**src/hdl/lz78_pkg.sv**
```systemverilog
// Shared constants and controller/datapath interface types for the LZ78 encoder.
`default_nettype none
package lz78_pkg;
  localparam int unsigned DICT_ENTRIES_DEF = 4096;
  localparam int unsigned IDX_W    = 12;
  localparam int unsigned BYTE_W   = 8;
  localparam int unsigned CMP_W    = IDX_W + 1;
  localparam logic [IDX_W-1:0] LIMIT_RST = 12'hFFF;

  // controller -> datapath
  typedef struct packed {
    logic start;   // capture input item, restart scan at index 1
    logic rd;      // read dictionary entry at scan index
    logic inc;     // advance scan index
    logic hit;     // record current scan index as match
    logic finish;  // update dictionary/state, load result
  } cmd_t;

  // datapath -> controller
  typedef struct packed {
    logic scan_end;  // scan index reached next free index
    logic match;     // registered entry equals search key
    logic out_free;  // result register can take a new item
  } sts_t;
endpackage
`default_nettype wire

```
**src/hdl/lz78_ctrl.sv**
```systemverilog
// Sequencer for the LZ78 encoder: accept, dictionary scan, finish.
`default_nettype none
module lz78_ctrl (
  input  wire              clk_i,
  input  wire              rst_ni,
  input  wire              in_valid_i,
  output logic             in_stall_o,
  input  lz78_pkg::sts_t   sts_i,
  output lz78_pkg::cmd_t   cmd_o
);
  typedef enum logic [1:0] {S_IDLE, S_RD, S_CMP, S_FIN} state_e;
  state_e state_q;

  assign in_stall_o = (state_q != S_IDLE);

  always_comb begin
    cmd_o = '0;
    unique case (state_q)
      S_IDLE: cmd_o.start = in_valid_i;
      S_RD:   cmd_o.rd    = !sts_i.scan_end;
      S_CMP: begin
        cmd_o.hit = sts_i.match;
        cmd_o.inc = !sts_i.match;
      end
      S_FIN:  cmd_o.finish = sts_i.out_free;
      default: cmd_o = '0;
    endcase
  end

  always_ff @(posedge clk_i or negedge rst_ni) begin
    if (!rst_ni) begin
      state_q <= S_IDLE;
    end else begin
      unique case (state_q)
        S_IDLE: if (in_valid_i) state_q <= S_RD;
        S_RD:   state_q <= sts_i.scan_end ? S_FIN : S_CMP;
        S_CMP:  state_q <= sts_i.match ? S_FIN : S_RD;
        S_FIN:  if (sts_i.out_free) state_q <= S_IDLE;
        default: state_q <= S_IDLE;
      endcase
    end
  end
endmodule
`default_nettype wire

```
**config.mk**
```make
export PLATFORM = sky130hd
export DESIGN_NAME = lz78_ctrl
export DESIGN_NICKNAME = d
export VERILOG_FILES = /design/src/hdl/lz78_pkg.sv /design/src/hdl/lz78_ctrl.sv
export SDC_FILE = /design/constraint.sdc
export NUM_CORES = 1
export LEC_CHECK = 0
export ABC_AREA = 0
export BUFFER_PORTS_ARGS = -buffer_cell sky130_fd_sc_hd__buf_2
export CAP_MARGIN = 10
export CORE_AREA = 2 2 39 41
export DETAILED_ROUTE_END_ITERATION = 8
export DIE_AREA = 0 0 41 43
export PLACE_DENSITY = 0.32
export SLEW_MARGIN = 30
export SYNTH_ARGS = -nofsm -noshare
export SYNTH_HDL_FRONTEND = slang
export SYNTH_SLANG_ARGS = --single-unit
```
**constraint.sdc**
```tcl
create_clock -name clk_i -period 1.1 [get_ports clk_i]
set_input_delay 0.22 -clock clk_i [delete_from_list [all_inputs] [get_ports clk_i]]
set_output_delay 0.22 -clock clk_i [all_outputs]
set_load 0.02 [all_outputs]
```
# Word-level counts from Yosys, hierarchy flattened
# Index checks and enable logic that the tools add are counted.
[classes]
eq_ne = 5
mux = 9
n_reduce_logical = 5
[op_table]
columns = ["cell", "n"]
rows = [
  ["$mux 2", 4],
  ["$pmux 2 s4", 1],
  ["$eq 2x2->1 const B", 2],
  ["$mux 1", 4],
  ["$ne 2x2->1 const B", 2],
  ["$eq 2x1->1 const B", 1],
  ["$logic_not 1->1", 2],
  ["$logic_not 2->1", 1],
  ["$reduce_and 2->1", 1],
  ["$reduce_bool 2->1", 1],
]
[word_totals]
register_bits = 2
out_inout_bits = 6
word_cells = 20

# Longest topological paths before layout
[logic_depth]
word_depth = 3
depth_mapped = 2

# Least setup slack after synthesis
# OpenSTA, ideal clock, no wires.
[synth_timing]
path_type = "register to output"
startpoint = "register state_q[1]"
endpoint = "output port cmd_o[4] (netlist name)"
arrival_ns = 1.035
required_time_ns = 0.880
setup_slack_ns = -0.155
stages_incl_launch_ff = 3
path_cell_list = "dfrtp_1 or2_1 nor2_1"
[synth_lines]
columns = ["item", "line_no", "rtl"]
rows = [
  ["start, declared", "lz78_ctrl.sv:12", "state_e state_q;"],
  ["start signal, assigned", "lz78_ctrl.sv:36", "S_RD: state_q <= sts_i.scan_end ? S_FIN : S_CMP;"],
  ["start signal, assigned", "lz78_ctrl.sv:37", "S_CMP: state_q <= sts_i.match ? S_FIN : S_RD;"],
  ["end, declared", "lz78_ctrl.sv:9", "output lz78_pkg::cmd_t cmd_o"],
]

==> out/metrics.csv <==
metric,value,unit
ant_nets,0,
depth_of_the_worst_hold_timing_path,3,
crit_path_max_incr_delay,0.43,ns
clockRootBuffer,clkbuf_4,
dr.first_iter.drc_count,1,
initial_utilization,9.86,%
synth_nets,21,
io-pin-count,12,
cts_sinks,2,
netlist_instances,15,
num_rows,14,
portBuffers,11,
worst-slew-pin-transition,0.191,ns
synth-main-ff-cell,dfrtp_1,
netlist_area,136,um^2
synth_top_cells_by_count,"dfrtp_1 (2), inv_1 (2), nor2_1 (2), o21bai_1 (2)",
synth_seq_cells,2,
insertion_delay,0.22,ns
total_routed_wire_length_on_the_met1_layer,192,um
drv.max_cap_violation_count,0,
register_area,52.6,um^2
power.switching,334,uW
timing.final.setup_violations,6,
detail_route.drc_violations,0,
fmax,754,MHz
worstSetupStartpointType,flip-flop,
worst_setup_hold_path_clk_slew,0.03,ns
finish.instance_area,319,um^2
critical_path.endpoint_type,output port,
async_reset_ff_share,100,%
max-clock-path-buffers,2,
power.clock.fraction,17.9,%
areaGrowthSynthToFinish,134,%
timing.final.ws_setup,-0.226,ns
die_height,43,um
dp_worst_setup_slack,-0.0335,ns
gp_routability_congestion,0.601,
layout_top_registers,state_q: 2 flops,
h_tree_level_count,1,
timing.slew.headroom,87.2,%
failed_checks,negative setup slack,
crit_top_cell,buf_4,
placed_cells_incl_taps,43,
synth_cell_type_count,11,
topRoutingLayerUsed,met3,
power.sequential.fraction,19.4,%
leakage_power_of_the_design,0.160,nW
antenna_found_initial,0,
sequential_share_of_the_synthesized_area,36.7,%
cellInternalPower,556,uW
largest_register_ffs,2,
timing.critical_path.required,0.88,ns
finalHoldViolations,0,
route.met2.wl,189,um
hpwl,312,um
crit_share_post_route,121,%
synth_area_leader_cell,dfrtp_1,
avgRoutedWirePerCell,8.56,um
grt_pass1_vias,164,
detailed_route_vias_per_instance,3.60,
critical_path_class,flip-flop to output port,
tritoncts.num_buffers,3,
fillers,152,
yosysTopAreaCellShare,36.7,%
post_route_cells_drive_above_1_share,82.4,%
critPathSlowestCell,dfrtp_2,
largest_register,state_q,
largest_net_degree_at_the_start_of_global_routing,9,
crit_arrival,1.11,ns
design.die.area,1760,um^2
r2r-start,state_q[0],
overflow,0,
ir_drop,0.848,mV
post_route_skew,0.00160,ns
dr_wl_met3,46,um
finalNetCount,42,
design.core.area,1380,um^2
worstPathCellList,buf_4 -> nor3_2 -> buf_4,
crit_fanout,7,
multiInputGateArea,95.1,um^2
vias,180,
yosysWarnings,0,
p_sw_share,37.5,%
grt_pass1_wl,641,um
route.final.wire_length,428,um
maxSlewViolCount,0,
globalRouteTotalUtil,5.82,%
hold_class,input pin to flip-flop,
synth_enable_flop_cells,0,
synth.area.top_cells,"dfrtp_1 (37%), o21bai_1 (11%), o31ai_2 (9.2%)",
outcome,finished with violations,
hold_path_startpoint,in_valid_i,
power.combinational.fraction,62.7,%
launch_point_of_the_worst_path,state_q[1],
instances_no_fill,50,
pwr_density_cell,2790,nW/um^2
drt_first_pass_iters,4,
insertedDiodeCount,0,
rsz0062_at_grt,true,
chipWidth,41,um
reg2reg_depth,4,
layout_min_cycle_time,1.33,ns
postSynthAreaPerCell,9.09,um^2
tritoncts,done,
placement_cell_area,221,um^2
[what timing repair did]
item	in CTS	in global routing
buffers inserted	0	3
gates resized for setup	4	11
endpoints found under the setup margin	6	6
hold buffers	1	0
hold endpoints to repair	2	0
pin swaps	0	2
[path summary, 6_finish.rpt]
| kind | slack (ns) | to |
|---|---|---|
| min in group asynchronous | 0.31 | state_q[1] |
| min reg2reg | 0.59 | state_q[0] |
| max | -0.23 | cmd_o[3] |
| min | 0.25 | state_q[0] |
| max in group asynchronous | 0.68 | state_q[0] |
| max reg2reg | 0.08 | state_q[0] |
[critical path: cells and delay by family, from the launching register on]
| kind | cells | cell delay, ns |
|---|---|---|
| buffers and inverters | 2 | 0.31 |
| and+or+nand+nor | 1 | 0.15 |
| DFF | 1 | 0.43 |
[cell usage in the layout (no fill, tap or decap), drive strengths merged]
cell / synthesis / routed
and3b: 1 / 1
clkbuf: 0 / 3
dlygate4sd3: 0 / 1
buf: 0 / 15
or2: 1 / 1
dfrtp: 2 / 2
o31ai: 1 / 1
nor2: 2 / 2
and3: 1 / 1
nor3: 1 / 1
o21bai: 2 / 2
and2: 1 / 1
inv: 2 / 2
nor3b: 1 / 1
[cells by family after synthesis]
group | synth area share [%]
flip-flops | 36.7
AO/OA/AOI/OAI | 20.2
buffers and inverters | 5.51
AND/OR/NAND/NOR | 37.6
[through the flow]
stage | utilization (%) | hold slack, ns | TNS (ns) | power [mW]
5_1_grt | 23.1 | 0.270 | -1.41 | 0.960
4_1_cts | 19.1 | 0.248 | -1.19 | 0.741
3_5_place_dp | 16.0 | 0.00768 | -0.0335 | 0.544
2_1_floorplan | - | -0.0756 | -0.218 | 0.403
3_3_place_gp | 16.0 | 0.00648 | -0.0268 | 0.544
6_report | 23.1 | 0.255 | -1.14 | 0.889
[cell type report]
cell class | instances | area share (%)
repair buffers | 16 | 38.0
multi-input cells | 11 | 29.8
flip-flops and latches | 2 | 16.5
clock buffers | 3 | 7.06
well taps | 16 | 6.27
inverters | 2 | 2.35
[power groups by stage]
stage / clock (mW) / combinational [mW] / sequential [mW]
finish: 0.159 / 0.558 / 0.172
global placement: 0 / 0.376 / 0.168
floorplan: 0 / 0.249 / 0.154
global route: 0.178 / 0.602 / 0.180
CTS: 0.173 / 0.396 / 0.172
detailed placement: 0 / 0.371 / 0.173
[layer usage]
layer  vias up  global-route usage (%)
met5         -                       0
met4         0                    4.00
met2        10                    7.50
met1        80                    6.11
met3         0                    4.71
li1         90                       -
(Power assumes the default switching activity.)
